$ cat config.mk
export PLATFORM = sky130hd
export DESIGN_NAME = cell_voltage_soc_estimator_flat
export DESIGN_NICKNAME = d
export VERILOG_FILES = /design/src/rtl/cvse_pkg.sv /design/src/rtl/cvse_if.sv /design/src/rtl/cell_voltage_soc_estimator.sv /design/src/rtl/cvse_smul.sv /design/src/rtl/cvse_sdiv.sv /design/src/flat_wrapper.sv
export SDC_FILE = /design/constraint.sdc
export NUM_CORES = 1
export LEC_CHECK = 0
export BUFFER_PORTS_ARGS = -buffer_cell sky130_fd_sc_hd__buf_2
export CORE_MARGIN = 1.5
export CORE_UTILIZATION = 45
export CTS_BUF_LIST = sky130_fd_sc_hd__clkbuf_8
export DETAILED_ROUTE_END_ITERATION = 7
export PLACE_DENSITY = 0.62
export SLEW_MARGIN = 0
export SYNTH_ARGS = -nofsm -noshare
export SYNTH_HDL_FRONTEND = slang
export SYNTH_SLANG_ARGS = --single-unit
$ cat constraint.sdc
create_clock -name clk -period 7.7 [get_ports clk]
set_clock_uncertainty 0.2 [all_clocks]
set_input_delay 1.925 -clock clk [delete_from_list [all_inputs] [get_ports clk]]
set_output_delay 1.925 -clock clk [all_outputs]
set_load 0.02 [all_outputs]
$ cat src/rtl/cvse_pkg.sv
`timescale 1ns / 1ps
`default_nettype none

package cvse_pkg;

    localparam int DEV_W      = 4;
    localparam int PCT_W      = 8;
    localparam int MV_W       = 16;
    localparam int CFG_IDX_W  = 2;

    // signed accumulator and dividend magnitude widths for the estimate datapath
    localparam int ACC_W      = 42;
    localparam int MAG_W      = ACC_W - 1;

    // compare width that covers every legal device count and first adjusted index
    localparam int IDX_CMP_W  = 7;

    localparam int DEVICE_COUNT_DEF          = 16;
    localparam int FIRST_ADJUSTED_DEVICE_DEF = 8;

    localparam logic [PCT_W-1:0] PCT_FULL   = 8'd100;
    localparam logic [PCT_W-1:0] PCT_ALMOST = 8'd99;
    localparam logic [PCT_W-1:0] PCT_EMPTY  = 8'd0;

    localparam logic [CFG_IDX_W-1:0] REG_FULL_CELL  = 2'd0;
    localparam logic [CFG_IDX_W-1:0] REG_EMPTY_CELL = 2'd1;

    typedef struct packed {
        logic start;
        logic clear;
    } mul_cmd_t;

endpackage

`default_nettype wire

$ cat src/rtl/cvse_if.sv
`timescale 1ns / 1ps
`default_nettype none

interface cvse_in_if
    import cvse_pkg::*;
();
    logic             valid;
    logic             ready;
    logic [DEV_W-1:0] device_index;
    logic [PCT_W-1:0] reported_percent;
    logic [MV_W-1:0]  max_cell_mv;
    logic [MV_W-1:0]  min_cell_mv;

    modport source (
        output valid, device_index, reported_percent, max_cell_mv, min_cell_mv,
        input  ready
    );
    modport sink (
        input  valid, device_index, reported_percent, max_cell_mv, min_cell_mv,
        output ready
    );
endinterface

interface cvse_out_if
    import cvse_pkg::*;
();
    logic             valid;
    logic             ready;
    logic [PCT_W-1:0] soc_percent;

    modport source (
        output valid, soc_percent,
        input  ready
    );
    modport sink (
        input  valid, soc_percent,
        output ready
    );
endinterface

interface cvse_cfg_if
    import cvse_pkg::*;
();
    logic                 valid;
    logic                 ready;
    logic [CFG_IDX_W-1:0] index;
    logic [MV_W-1:0]      data;

    modport source (
        output valid, index, data,
        input  ready
    );
    modport sink (
        input  valid, index, data,
        output ready
    );
endinterface

`default_nettype wire

$ cat src/rtl/cell_voltage_soc_estimator.sv
// Path: an item that needs no linear estimate goes from S_IDLE straight to S_FIN; the
// linear estimate also runs through two 41-step bit-serial divisions and three
// shift-add multiplies (16, 16 and 7 steps at most); any stall on the result holds S_FIN.
// Throughput: one item in flight; the next item is taken in the cycle after the result
// lands in the output register. Reset clears the thresholds, all full latches, the
// sequencer and the output valid.
`timescale 1ns / 1ps
`default_nettype none

module cell_voltage_soc_estimator
    import cvse_pkg::*;
#(
    parameter int DEVICE_COUNT          = DEVICE_COUNT_DEF,
    parameter int FIRST_ADJUSTED_DEVICE = FIRST_ADJUSTED_DEVICE_DEF
)
(
    input  wire logic clk,
    input  wire logic rst_n,
    cvse_in_if.sink   sample,
    cvse_out_if.source result,
    cvse_cfg_if.sink  cfg
);

    localparam int LIW = $clog2(DEVICE_COUNT);

    typedef enum logic [2:0] {
        S_IDLE,
        S_MUL1,
        S_MUL2,
        S_DIV1,
        S_SUB,
        S_MUL3,
        S_DIV2,
        S_FIN
    } state_t;

    state_t                  state_reg, state_next;
    logic [MV_W-1:0]         full_reg,  full_next;
    logic [MV_W-1:0]         empty_reg, empty_next;
    logic [DEVICE_COUNT-1:0] latch_reg, latch_next;
    logic [MV_W-1:0]         hi_reg,    hi_next;
    logic [MV_W-1:0]         lo_reg,    lo_next;
    logic [MV_W-1:0]         dmag_reg,  dmag_next;
    logic                    dneg_reg,  dneg_next;
    logic                    neg_reg,   neg_next;
    logic signed [ACC_W-1:0] v_reg,     v_next;
    logic [PCT_W-1:0]        res_reg,   res_next;
    logic [PCT_W-1:0]        soc_reg,   soc_next;
    logic                    ovld_reg,  ovld_next;

    mul_cmd_t                mul_cmd;
    logic signed [ACC_W-1:0] mul_a;
    logic [MV_W-1:0]         mul_b;
    logic                    mul_busy;
    logic signed [ACC_W-1:0] mul_acc;
    logic                    div_start;
    logic [MAG_W-1:0]        div_dividend;
    logic                    div_busy;
    logic [MAG_W-1:0]        div_q;

    logic                    accept;
    logic [IDX_CMP_W-1:0]    dev_cmp;
    logic [LIW-1:0]          dev_idx;
    logic                    adjusted;
    logic                    latch_kept;
    logic                    acc_neg;
    logic signed [ACC_W-1:0] acc_abs;
    logic signed [ACC_W-1:0] q_s;
    logic signed [MV_W:0]    d_s;
    logic                    r_neg;
    logic                    r_over;

    cvse_smul u_mul (
        .clk   (clk),
        .rst_n (rst_n),
        .cmd   (mul_cmd),
        .a     (mul_a),
        .b     (mul_b),
        .busy  (mul_busy),
        .acc   (mul_acc)
    );

    cvse_sdiv u_div (
        .clk      (clk),
        .rst_n    (rst_n),
        .start    (div_start),
        .dividend (div_dividend),
        .divisor  (dmag_reg),
        .busy     (div_busy),
        .quotient (div_q)
    );

    assign sample.ready = (state_reg == S_IDLE);
    assign cfg.ready    = 1'b1;
    assign result.valid       = ovld_reg;
    assign result.soc_percent = soc_reg;

    assign accept   = sample.valid && sample.ready;
    assign dev_cmp  = IDX_CMP_W'(sample.device_index);
    assign dev_idx  = dev_cmp[LIW-1:0];
    assign adjusted = (dev_cmp >= IDX_CMP_W'(FIRST_ADJUSTED_DEVICE))
                   && (dev_cmp <  IDX_CMP_W'(DEVICE_COUNT));
    assign latch_kept = latch_reg[dev_idx] && (sample.reported_percent >= PCT_FULL);

    assign acc_neg = mul_acc[ACC_W-1];
    assign acc_abs = acc_neg ? -mul_acc : mul_acc;
    assign q_s     = $signed({1'b0, div_q});
    assign d_s     = $signed({1'b0, full_reg}) - $signed({1'b0, empty_reg});
    assign r_neg   = neg_reg && (div_q != '0);
    assign r_over  = !neg_reg && (div_q > MAG_W'(PCT_FULL));

    always_comb
    begin
        state_next   = state_reg;
        full_next    = full_reg;
        empty_next   = empty_reg;
        latch_next   = latch_reg;
        hi_next      = hi_reg;
        lo_next      = lo_reg;
        dmag_next    = dmag_reg;
        dneg_next    = dneg_reg;
        neg_next     = neg_reg;
        v_next       = v_reg;
        res_next     = res_reg;
        soc_next     = soc_reg;
        ovld_next    = ovld_reg;
        mul_cmd      = '0;
        mul_a        = '0;
        mul_b        = '0;
        div_start    = 1'b0;
        div_dividend = acc_abs[MAG_W-1:0];

        if (cfg.valid)
        begin
            unique case (cfg.index)
                REG_FULL_CELL:  full_next  = cfg.data;
                REG_EMPTY_CELL: empty_next = cfg.data;
                default: ;
            endcase
        end

        if (ovld_reg && result.ready)
        begin
            ovld_next = 1'b0;
        end

        unique case (state_reg)
            S_IDLE:
            begin
                if (accept)
                begin
                    hi_next    = sample.max_cell_mv;
                    lo_next    = sample.min_cell_mv;
                    dmag_next  = d_s[MV_W] ? MV_W'(-d_s) : d_s[MV_W-1:0];
                    dneg_next  = d_s[MV_W];
                    state_next = S_FIN;
                    if (!adjusted)
                    begin
                        res_next = sample.reported_percent;
                    end
                    else if ((full_reg != '0)
                             && ((sample.max_cell_mv >= full_reg) || latch_kept))
                    begin
                        latch_next[dev_idx] = 1'b1;
                        res_next            = PCT_FULL;
                    end
                    else
                    begin
                        latch_next[dev_idx] = latch_kept;
                        if ((full_reg != '0) && (empty_reg != '0))
                        begin
                            if (full_reg == empty_reg)
                            begin
                                res_next = PCT_EMPTY;
                            end
                            else
                            begin
                                mul_cmd.start = 1'b1;
                                mul_cmd.clear = 1'b1;
                                mul_a = ACC_W'($signed({1'b0, sample.max_cell_mv})
                                             - $signed({1'b0, empty_reg}));
                                mul_b = sample.max_cell_mv;
                                state_next = S_MUL1;
                            end
                        end
                        else if (sample.reported_percent == PCT_FULL)
                        begin
                            res_next = PCT_ALMOST;
                        end
                        else
                        begin
                            res_next = sample.reported_percent;
                        end
                    end
                end
            end
            S_MUL1:
            begin
                if (!mul_busy)
                begin
                    mul_cmd.start = 1'b1;
                    mul_a = ACC_W'($signed({1'b0, full_reg}) - $signed({1'b0, hi_reg}));
                    mul_b = lo_reg;
                    state_next = S_MUL2;
                end
            end
            S_MUL2:
            begin
                if (!mul_busy)
                begin
                    div_start  = 1'b1;
                    neg_next   = acc_neg ^ dneg_reg;
                    state_next = S_DIV1;
                end
            end
            S_DIV1:
            begin
                if (!div_busy)
                begin
                    v_next     = neg_reg ? -q_s : q_s;
                    state_next = S_SUB;
                end
            end
            S_SUB:
            begin
                mul_cmd.start = 1'b1;
                mul_cmd.clear = 1'b1;
                mul_a = v_reg - $signed({{(ACC_W-MV_W){1'b0}}, empty_reg});
                mul_b = MV_W'(PCT_FULL);
                state_next = S_MUL3;
            end
            S_MUL3:
            begin
                if (!mul_busy)
                begin
                    div_start  = 1'b1;
                    neg_next   = acc_neg ^ dneg_reg;
                    state_next = S_DIV2;
                end
            end
            S_DIV2:
            begin
                if (!div_busy)
                begin
                    if (r_neg || (lo_reg <= empty_reg))
                    begin
                        res_next = PCT_EMPTY;
                    end
                    else if (r_over || (hi_reg >= full_reg))
                    begin
                        res_next = PCT_FULL;
                    end
                    else
                    begin
                        res_next = PCT_W'(div_q);
                    end
                    state_next = S_FIN;
                end
            end
            S_FIN:
            begin
                if (!ovld_reg || result.ready)
                begin
                    ovld_next  = 1'b1;
                    soc_next   = res_reg;
                    state_next = S_IDLE;
                end
            end
            default:
            begin
                state_next = S_IDLE;
            end
        endcase
    end

    always_ff @(posedge clk or negedge rst_n)
    begin
        if (!rst_n)
        begin
            state_reg <= S_IDLE;
            full_reg  <= '0;
            empty_reg <= '0;
            latch_reg <= '0;
            hi_reg    <= '0;
            lo_reg    <= '0;
            dmag_reg  <= '0;
            dneg_reg  <= 1'b0;
            neg_reg   <= 1'b0;
            v_reg     <= '0;
            res_reg   <= '0;
            soc_reg   <= '0;
            ovld_reg  <= 1'b0;
        end
        else
        begin
            state_reg <= state_next;
            full_reg  <= full_next;
            empty_reg <= empty_next;
            latch_reg <= latch_next;
            hi_reg    <= hi_next;
            lo_reg    <= lo_next;
            dmag_reg  <= dmag_next;
            dneg_reg  <= dneg_next;
            neg_reg   <= neg_next;
            v_reg     <= v_next;
            res_reg   <= res_next;
            soc_reg   <= soc_next;
            ovld_reg  <= ovld_next;
        end
    end

    a_idle_units_quiet: assert property (@(posedge clk) disable iff (!rst_n)
        (state_reg == S_IDLE) |-> (!mul_busy && !div_busy))
        else $error("arithmetic unit busy while idle");

    a_div_nonzero: assert property (@(posedge clk) disable iff (!rst_n)
        div_start |-> (dmag_reg != '0))
        else $error("division started with zero divisor");

    a_dividend_fits: assert property (@(posedge clk) disable iff (!rst_n)
        div_start |-> !acc_abs[ACC_W-1])
        else $error("dividend magnitude overflows");

    a_result_from_fin: assert property (@(posedge clk) disable iff (!rst_n)
        (!ovld_reg ##1 ovld_reg) |-> ($past(state_reg) == S_FIN))
        else $error("result loaded outside final state");

endmodule

`default_nettype wire

$ cat src/rtl/cvse_smul.sv
`timescale 1ns / 1ps
`default_nettype none

// shift-add multiply-accumulate, one multiplier bit per cycle, LSB first
module cvse_smul
    import cvse_pkg::*;
(
    input  wire logic                    clk,
    input  wire logic                    rst_n,
    input  wire mul_cmd_t                cmd,
    input  wire logic signed [ACC_W-1:0] a,
    input  wire logic [MV_W-1:0]         b,
    output logic                         busy,
    output logic signed [ACC_W-1:0]      acc
);

    logic signed [ACC_W-1:0] acc_reg,  acc_next;
    logic signed [ACC_W-1:0] a_sh_reg, a_sh_next;
    logic [MV_W-1:0]         b_sh_reg, b_sh_next;

    always_comb
    begin
        acc_next  = acc_reg;
        a_sh_next = a_sh_reg;
        b_sh_next = b_sh_reg;
        if (cmd.start)
        begin
            a_sh_next = a;
            b_sh_next = b;
            if (cmd.clear)
            begin
                acc_next = '0;
            end
        end
        else if (b_sh_reg != '0)
        begin
            if (b_sh_reg[0])
            begin
                acc_next = acc_reg + a_sh_reg;
            end
            a_sh_next = a_sh_reg <<< 1;
            b_sh_next = b_sh_reg >> 1;
        end
    end

    always_ff @(posedge clk or negedge rst_n)
    begin
        if (!rst_n)
        begin
            acc_reg  <= '0;
            a_sh_reg <= '0;
            b_sh_reg <= '0;
        end
        else
        begin
            acc_reg  <= acc_next;
            a_sh_reg <= a_sh_next;
            b_sh_reg <= b_sh_next;
        end
    end

    assign busy = (b_sh_reg != '0);
    assign acc  = acc_reg;

endmodule

`default_nettype wire

$ cat src/rtl/cvse_sdiv.sv
`timescale 1ns / 1ps
`default_nettype none

// restoring unsigned divider, one quotient bit per cycle
module cvse_sdiv
    import cvse_pkg::*;
(
    input  wire logic             clk,
    input  wire logic             rst_n,
    input  wire logic             start,
    input  wire logic [MAG_W-1:0] dividend,
    input  wire logic [MV_W-1:0]  divisor,
    output logic                  busy,
    output logic [MAG_W-1:0]      quotient
);

    localparam int CNT_W = $clog2(MAG_W + 1);

    logic [MAG_W-1:0] q_reg,   q_next;
    logic [MV_W-1:0]  rem_reg, rem_next;
    logic [CNT_W-1:0] cnt_reg, cnt_next;
    logic [MV_W:0]    trial;
    logic [MV_W:0]    diff;
    logic             ge;

    assign trial = {rem_reg, q_reg[MAG_W-1]};
    assign ge    = (trial >= {1'b0, divisor});
    assign diff  = trial - {1'b0, divisor};

    always_comb
    begin
        q_next   = q_reg;
        rem_next = rem_reg;
        cnt_next = cnt_reg;
        if (start)
        begin
            q_next   = dividend;
            rem_next = '0;
            cnt_next = CNT_W'(MAG_W);
        end
        else if (cnt_reg != '0)
        begin
            rem_next = ge ? diff[MV_W-1:0] : trial[MV_W-1:0];
            q_next   = {q_reg[MAG_W-2:0], ge};
            cnt_next = cnt_reg - 1'b1;
        end
    end

    always_ff @(posedge clk or negedge rst_n)
    begin
        if (!rst_n)
        begin
            q_reg   <= '0;
            rem_reg <= '0;
            cnt_reg <= '0;
        end
        else
        begin
            q_reg   <= q_next;
            rem_reg <= rem_next;
            cnt_reg <= cnt_next;
        end
    end

    assign busy     = (cnt_reg != '0);
    assign quotient = q_reg;

endmodule

`default_nettype wire

$ cat src/flat_wrapper.sv
// flat-port wrapper written by rule: the top's interface ports become plain ports
module cell_voltage_soc_estimator_flat import cvse_pkg::*;
#(
    parameter int DEVICE_COUNT          = DEVICE_COUNT_DEF,
    parameter int FIRST_ADJUSTED_DEVICE = FIRST_ADJUSTED_DEVICE_DEF
)
  (clk, rst_n, sample_valid, sample_device_index, sample_reported_percent, sample_max_cell_mv, sample_min_cell_mv, sample_ready, result_valid, result_soc_percent, result_ready, cfg_valid, cfg_index, cfg_data, cfg_ready);
  cvse_in_if sample_i ();
  cvse_out_if result_i ();
  cvse_cfg_if cfg_i ();
  input  wire logic clk;
  input  wire logic rst_n;
  input wire logic [$bits(sample_i.valid)-1:0] sample_valid;
  input wire logic [$bits(sample_i.device_index)-1:0] sample_device_index;
  input wire logic [$bits(sample_i.reported_percent)-1:0] sample_reported_percent;
  input wire logic [$bits(sample_i.max_cell_mv)-1:0] sample_max_cell_mv;
  input wire logic [$bits(sample_i.min_cell_mv)-1:0] sample_min_cell_mv;
  output wire logic [$bits(sample_i.ready)-1:0] sample_ready;
  output wire logic [$bits(result_i.valid)-1:0] result_valid;
  output wire logic [$bits(result_i.soc_percent)-1:0] result_soc_percent;
  input wire logic [$bits(result_i.ready)-1:0] result_ready;
  input wire logic [$bits(cfg_i.valid)-1:0] cfg_valid;
  input wire logic [$bits(cfg_i.index)-1:0] cfg_index;
  input wire logic [$bits(cfg_i.data)-1:0] cfg_data;
  output wire logic [$bits(cfg_i.ready)-1:0] cfg_ready;
  assign sample_i.valid = sample_valid;
  assign sample_i.device_index = sample_device_index;
  assign sample_i.reported_percent = sample_reported_percent;
  assign sample_i.max_cell_mv = sample_max_cell_mv;
  assign sample_i.min_cell_mv = sample_min_cell_mv;
  assign sample_ready = sample_i.ready;
  assign result_valid = result_i.valid;
  assign result_soc_percent = result_i.soc_percent;
  assign result_i.ready = result_ready;
  assign cfg_i.valid = cfg_valid;
  assign cfg_i.index = cfg_index;
  assign cfg_i.data = cfg_data;
  assign cfg_ready = cfg_i.ready;
  cell_voltage_soc_estimator #(.DEVICE_COUNT(DEVICE_COUNT), .FIRST_ADJUSTED_DEVICE(FIRST_ADJUSTED_DEVICE)) u_core (.clk(clk), .rst_n(rst_n), .sample(sample_i), .result(result_i), .cfg(cfg_i));
endmodule
# Word-level counts from Yosys, hierarchy flattened
# Index checks and enable logic that the tools add are counted.
[totals] word_cells=171 output_inout_bits=11 in_bits=67 register_bits=323
[classes] muxes=72 addsub=10 eq_ne=19 n_bitwise=4 reduce_logical=37 order_cmp=10
[op_table] operator="42-bit two-way mux" n=13
[op_table] operator="16-bit two-way mux" n=13
[op_table] operator="42-bit case mux with 3 select lines" n=1
[op_table] operator="41-bit two-way mux" n=3
[op_table] operator="8-bit two-way mux" n=9
[op_table] operator="16-bit by 16-bit subtractor with 17-bit output" n=3
[op_table] operator="16-bit case mux with 3 select lines" n=1
[op_table] operator="16-bit nonzero test" n=3
[op_table] operator="42-bit adder" n=1
[op_table] operator="41-bit negator with 42-bit output" n=1
[op_table] operator="42-bit by 17-bit subtractor with 42-bit output" n=1
[op_table] operator="41-bit by 7-bit > comparator with 1-bit output, second input constant" n=1
[op_table] operator="41-bit negator" n=1
[op_table] operator="41-bit nonzero test" n=1
[op_table] operator="3-bit two-way mux" n=11
[op_table] operator="16-bit >= comparator" n=2
[op_table] operator="3-bit case mux with 8 select lines" n=1
[op_table] operator="17-bit by 16-bit >= comparator with 1-bit output" n=1
[op_table] operator="16-bit bitwise mux" n=1
[op_table] operator="16-bit == test" n=1
[op_table] operator="16-bit less-or-equal comparator" n=1
[op_table] operator="16-bit negator" n=1
[op_table] operator="16-bit bitwise OR" n=1
[op_table] operator="8-bit case mux with 2 select lines" n=1
[op_table] operator="35 further kinds" n=79

# Logic depth before layout (Yosys ltp)
[depth] depth_word=11 mapped_depth=15 mapped_depth_nobuf=14

# Cells and area by module
# From an unflattened synthesis, not the netlist that was laid out.
[hier_totals] cells_unflattened=2768 hier_area_um2=23669.0
[modules_own_cells] module="cell_voltage_soc_estimator" cells_each=1616 area_per_inst_um2=13297.8 seq_area_each_um2=4003.8 instances=1
[modules_own_cells] module="cvse_smul" cells_each=708 area_per_inst_um2=6438.7 seq_area_each_um2=2502.4 instances=1
[modules_own_cells] module="cvse_sdiv" cells_each=444 area_per_inst_um2=3932.5 seq_area_each_um2=1576.5 instances=1

# Worst setup path before layout
# OpenSTA, ideal clock, no wires.
[synth_path] path_type="input port to flip-flop" from="in sample_device_index[0]" to="reg u_core.u_mul.a_sh_reg[25]" arrival_ns=4.650 required_time_ns=7.366 slack_ns=2.716 path_buffers=2 setup_ns=0.134 stages=10 cell_sequence="clkbuf_1 mux4_2 mux4_2 o21ai_0 o211ai_1 o21ai_0 nor2_1 clkbuf_1 a222oi_1 nand2_1"
[synth_between] elab_chain_len=10 word_cells_on_any_way=18 cone_classes="order compare (2); mux (11); reduce/logical (5)"
[synth_rtl] item="start, declared" line_no="flat_wrapper.sv:14" text="input wire logic [$bits(sample_i.device_index)-1:0] sample_device_index;"
[synth_rtl] item="1-bit binary-select mux with 4-bit select" line_no="cell_voltage_soc_estimator.sv:103" text="assign latch_kept = latch_reg[dev_idx] && (sample.reported_percent >= PCT_FULL);"
[synth_rtl] item="1-bit two-way mux (implied by the code)" line_no="cell_voltage_soc_estimator.sv:103"
[synth_rtl] item="1-bit logical AND" line_no="cell_voltage_soc_estimator.sv:103"
[synth_rtl] item="1-bit logical OR" line_no="cell_voltage_soc_estimator.sv:162" text="&& ((sample.max_cell_mv >= full_reg) || latch_kept))"
[synth_rtl] item="1-bit logical AND" line_no="cell_voltage_soc_estimator.sv:162"
[synth_rtl] item="42-bit two-way mux or 2-bit two-way mux (tied branches)" line_no="cell_voltage_soc_estimator.sv:161" text="else if ((full_reg != '0)"
[synth_rtl] item="42-bit two-way mux or 2-bit two-way mux (tied branches)" line_no="cell_voltage_soc_estimator.sv:157" text="if (!adjusted)"
[synth_rtl] item="42-bit two-way mux or 2-bit two-way mux (tied branches)" line_no="cell_voltage_soc_estimator.sv:150" text="if (accept)"
[synth_rtl] item="42-bit case mux with 3 select lines or 1-bit case mux with 3 select lines (tied branches)" line_no="cell_voltage_soc_estimator.sv:147" text="unique case (state_reg)"
[synth_rtl] item="42-bit two-way mux or 2-bit nonzero test (tied branches)"
[synth_rtl] item="end signal, assigned" line_no="cvse_smul.sv:57" text="a_sh_reg <= a_sh_next;"
[synth_rtl] item="end, declared" line_no="cvse_smul.sv:18" text="logic signed [ACC_W-1:0] a_sh_reg, a_sh_next;"
# Parallel ways exist; a longest one is shown, timed or not. The select of a mux whose other input is x is not followed.
# A chain may end at the register's enable or synchronous reset.

# Final worst setup path
[layout_path] from="in sample_max_cell_mv[0]" to="reg u_core.res_reg[1]"
[layout_between] elab_chain_len=7 word_cells_on_any_way=9 cone_classes="order compare (1); eq/ne (1); mux (4); reduce/logical (3)"
[layout_rtl] item="start, declared" line_no="flat_wrapper.sv:16" text="input wire logic [$bits(sample_i.max_cell_mv)-1:0] sample_max_cell_mv;"
[layout_rtl] item="16-bit >= comparator *" line_no="cell_voltage_soc_estimator.sv:162"
[layout_rtl] item="1-bit logical OR *" line_no="cell_voltage_soc_estimator.sv:162"
[layout_rtl] item="1-bit logical AND *" line_no="cell_voltage_soc_estimator.sv:162"
[layout_rtl] item="8-bit two-way mux" line_no="cell_voltage_soc_estimator.sv:161"
[layout_rtl] item="8-bit two-way mux" line_no="cell_voltage_soc_estimator.sv:157"
[layout_rtl] item="8-bit two-way mux" line_no="cell_voltage_soc_estimator.sv:150"
[layout_rtl] item="8-bit case mux with 2 select lines" line_no="cell_voltage_soc_estimator.sv:147"
[layout_rtl] item="end signal, assigned" line_no="cell_voltage_soc_estimator.sv:306" text="res_reg <= res_next;"
[layout_rtl] item="end, declared" line_no="cell_voltage_soc_estimator.sv:47" text="logic [PCT_W-1:0] res_reg, res_next;"
# Mark *: on every way between the ends. The rest lies on a longest branch, timed or not. The select of a mux whose other input is x is not followed.

==> impl_metrics.ini <==
[synth]
async_flop_share_pct = 100
yosys_most_used_dff = dfrtp_1
synth-seq-cells = 323
synth_edf_count = 0
synth_area_um2 = 22800
syn-mean-instance-area_um2 = 8.73
syn-num-nets = 2846
synth_cell_types = 75
synth_seq_area_share_pct = 35.4
yosys_warnings = 0
synth_cells = 2615

[cts]
postCtsHoldBufs = 0
insertion_delay_ns = 0.69
cts_resized = 0
path_clk_slew_ns = 0.06
cts_setup_buffers = 0
clock_sinks = 323
tritoncts.num_buffers = 61
cts_tree = done
cts-htree-levels = 2
cts.path.max_buffers = 3
clock_tree.root_cell = clkbuf_8

[floorplanning]
die_area_um2 = 52100
ios = 78
rows = 82
start_util_pct = 45.6
die_w_um = 228
core_um2 = 50100
fp.dieH_um = 228

[drt]
via_count = 20237
viasPerCell = 5.99
drc = 0
dr.pass1.iters = 8
ant_nets = 0
wirelength_mm = 71.1
wl_per_cell_um = 21.1
drtIter0Drc = 1977

[timing]
clock.fmax_mhz = 196
fin_ws_ns = 2.61
final_hold_viol_count = 0
finalCritPeriodShare_pct = 66.1
hold_slack_ns = 0.175
grt_setup_unrepaired = no
setup_viol = 0
min_period_ns = 5.09
max_slew_margin_pct = 28.5
slew_violations = 0
worstMarginPinSlew_ns = 1.07
timing.setup.tns_ns = 0

[job]
cap_violations = 0

[final_layout]
stdcell_count = 3378
final_common_cell = nand2_1
num-fill-cells = 4808
mostFrequentLayoutCells = nand2_1 (339), dfrtp_1 (322), o21ai_0 (231)
finalNetCount = 2882
post-route-util_pct = 50.3
fin_area_um2 = 25200
area_delta_synth_final_pct = 10.4
drive_gt1_share_pct = 10.5

[setup_path]
critical_path_class = in -> reg
crit_family = compound AO/OA/AOI/OAI gates
critPathLaunchType = primary input
cp_max_fo = 18
crit_chain = buf_2 -> inv_1 -> ha_1 -> nand2b_1 -> a21o_1 -> a21oi_1 -> o211ai_1 -> a31oi_1 -> o211ai_1 -> a21o_1 -> a22oi_1 -> or3b_1 -> o211ai_1
max_stage_delay_ns = 0.66
critPathSlowestCell = a21o_1
cp_num_buf_inv = 2
crit_top_cell = o211ai_1
crit_arrival_ns = 5.47
endpoint_kind = flop
required_ns = 8.08

[placed_design]
dp_cells = 3260
placed_cell_area_um2 = 23800
dp_hpwl_mm = 52.1
pre_cts_ws_ns = 2.05
gp_congestion = 0.928
place.port_buffers = 76

[grt]
grt_overflow = 0
antenna_found_initial = 2
grt_max_degree = 131
grt_pass1_wl_mm = 112
grtUsageTotal_pct = 27.0
grt_pass1_vias = 19503

[worst_hold_path]
worstHoldPathType = reg -> reg

[run_status]
status = completed

[pwr]
leakagePower_nw = 11.7
cellPowerDensity_nw_per_um2 = 471
peakVddDrop_mv = 0.233
finalPower_mw = 11.9
==> report_power, final <==
part	internal, mW	switching (mW)
clock network	1.05	0.829
registers	2.39	0.870
logic	2.76	3.95
==> Yosys cell counts, types with 6 or more instances <==
library cell | count | area [µm²]
a211oi_1 | 41 | 308
a21o_1 | 54 | 405
a21oi_1 | 108 | 541
a221o_1 | 13 | 130
a221oi_1 | 10 | 87.6
a222oi_1 | 22 | 220
a22oi_1 | 9 | 67.6
a31oi_1 | 25 | 156
a32o_1 | 6 | 60.1
and2_1 | 9 | 56.3
and3_1 | 12 | 75.1
buf_1 | 7 | 26.3
clkbuf_1 | 116 | 435
dfrtp_1 | 323 | 8080
fa_1 | 6 | 120
ha_1 | 158 | 1980
inv_1 | 117 | 439
mux2_2 | 34 | 383
mux2i_1 | 88 | 881
nand2_1 | 341 | 1280
nand2b_1 | 30 | 188
nand3_1 | 48 | 240
nand3b_1 | 10 | 75.1
nand4_1 | 34 | 213
nor2_1 | 191 | 717
nor2b_1 | 22 | 138
nor3_1 | 47 | 235
nor4_1 | 26 | 163
o2111ai_1 | 8 | 70.1
o211ai_1 | 32 | 240
o21a_1 | 26 | 195
o21ai_0 | 232 | 1160
o21bai_1 | 14 | 105
o22ai_1 | 6 | 37.5
o31ai_1 | 29 | 218
o41ai_1 | 15 | 131
or2_2 | 14 | 87.6
or3_1 | 32 | 200
or4_1 | 17 | 128
xnor2_1 | 121 | 1060
xor2_1 | 81 | 709
==> final timing paths <==
kind | slack [ns] | startpoint | cells past startpoint | endpoint
setup / recovery | 2.61 | sample_max_cell_mv[0] | 13 | u_core.res_reg[1]
hold / removal | 0.18 | u_core.latch_reg[1] | 0 | u_core.latch_reg[1]
setup reg to reg | 3.18 | u_core.empty_reg[1] | 12 | u_core.dmag_reg[11]
hold reg to reg | 0.18 | u_core.latch_reg[1] | 0 | u_core.latch_reg[1]
max in group asynchronous | 4.95 | rst_n | 2 | u_core.u_div.quotient[11]
min in group asynchronous | 0.95 | rst_n | 1 | u_core.empty_reg[10]
==> cell families (layout without fill, tap and decap cells) <==
| family | Yosys count | after routing | share of synthesized area (%) |
|---|---|---|---|
| multiplexers | 127 | 127 | 6.03 |
| XOR/XNOR | 202 | 202 | 7.75 |
| other | 1 | 3 | 0.0164 |
| adder cells (fa/ha/maj) | 164 | 164 | 9.19 |
| AO/OA/AOI/OAI | 700 | 700 | 20.1 |
| buffers and inverters | 244 | 333 | 4.05 |
| AND/OR/NAND/NOR | 854 | 854 | 17.5 |
| flip-flops | 323 | 323 | 35.4 |
==> final cells by class <==
class | count | area, µm² | area share (%)
sequential | 323 | 8080 | 32.1
clock inverter | 38 | 292 | 1.16
timing repair buffer | 100 | 583 | 2.31
tap | 672 | 841 | 3.34
multi-input combinational | 2048 | 13900 | 55.1
inverter | 117 | 439 | 1.74
clock buffer | 78 | 1070 | 4.26
antenna | 2 | 5.00 | 0.0199
==> routing by layer <==
layer	GRT usage, %	share of wire [%]	routed length, µm
met1	37.2	45	32100
met2	43.0	45	32300
met3	4.00	5.9	4190
met5	0	0	0
met4	10.2	3.6	2580
==> worst register-to-register path: cells and delay by family (launching register included) <==
family                     cells  cell delay (ns)
DFF                            1             0.53
buffers and inverters          1             0.24
adders and majority gates      1             0.56
xor gates and xnor gates       1             0.19
and+or+nand+nor                4             1.40
AOI/OAI and AO/OA              5             1.32
No activity file was read; power rests on OpenSTA's default activity.
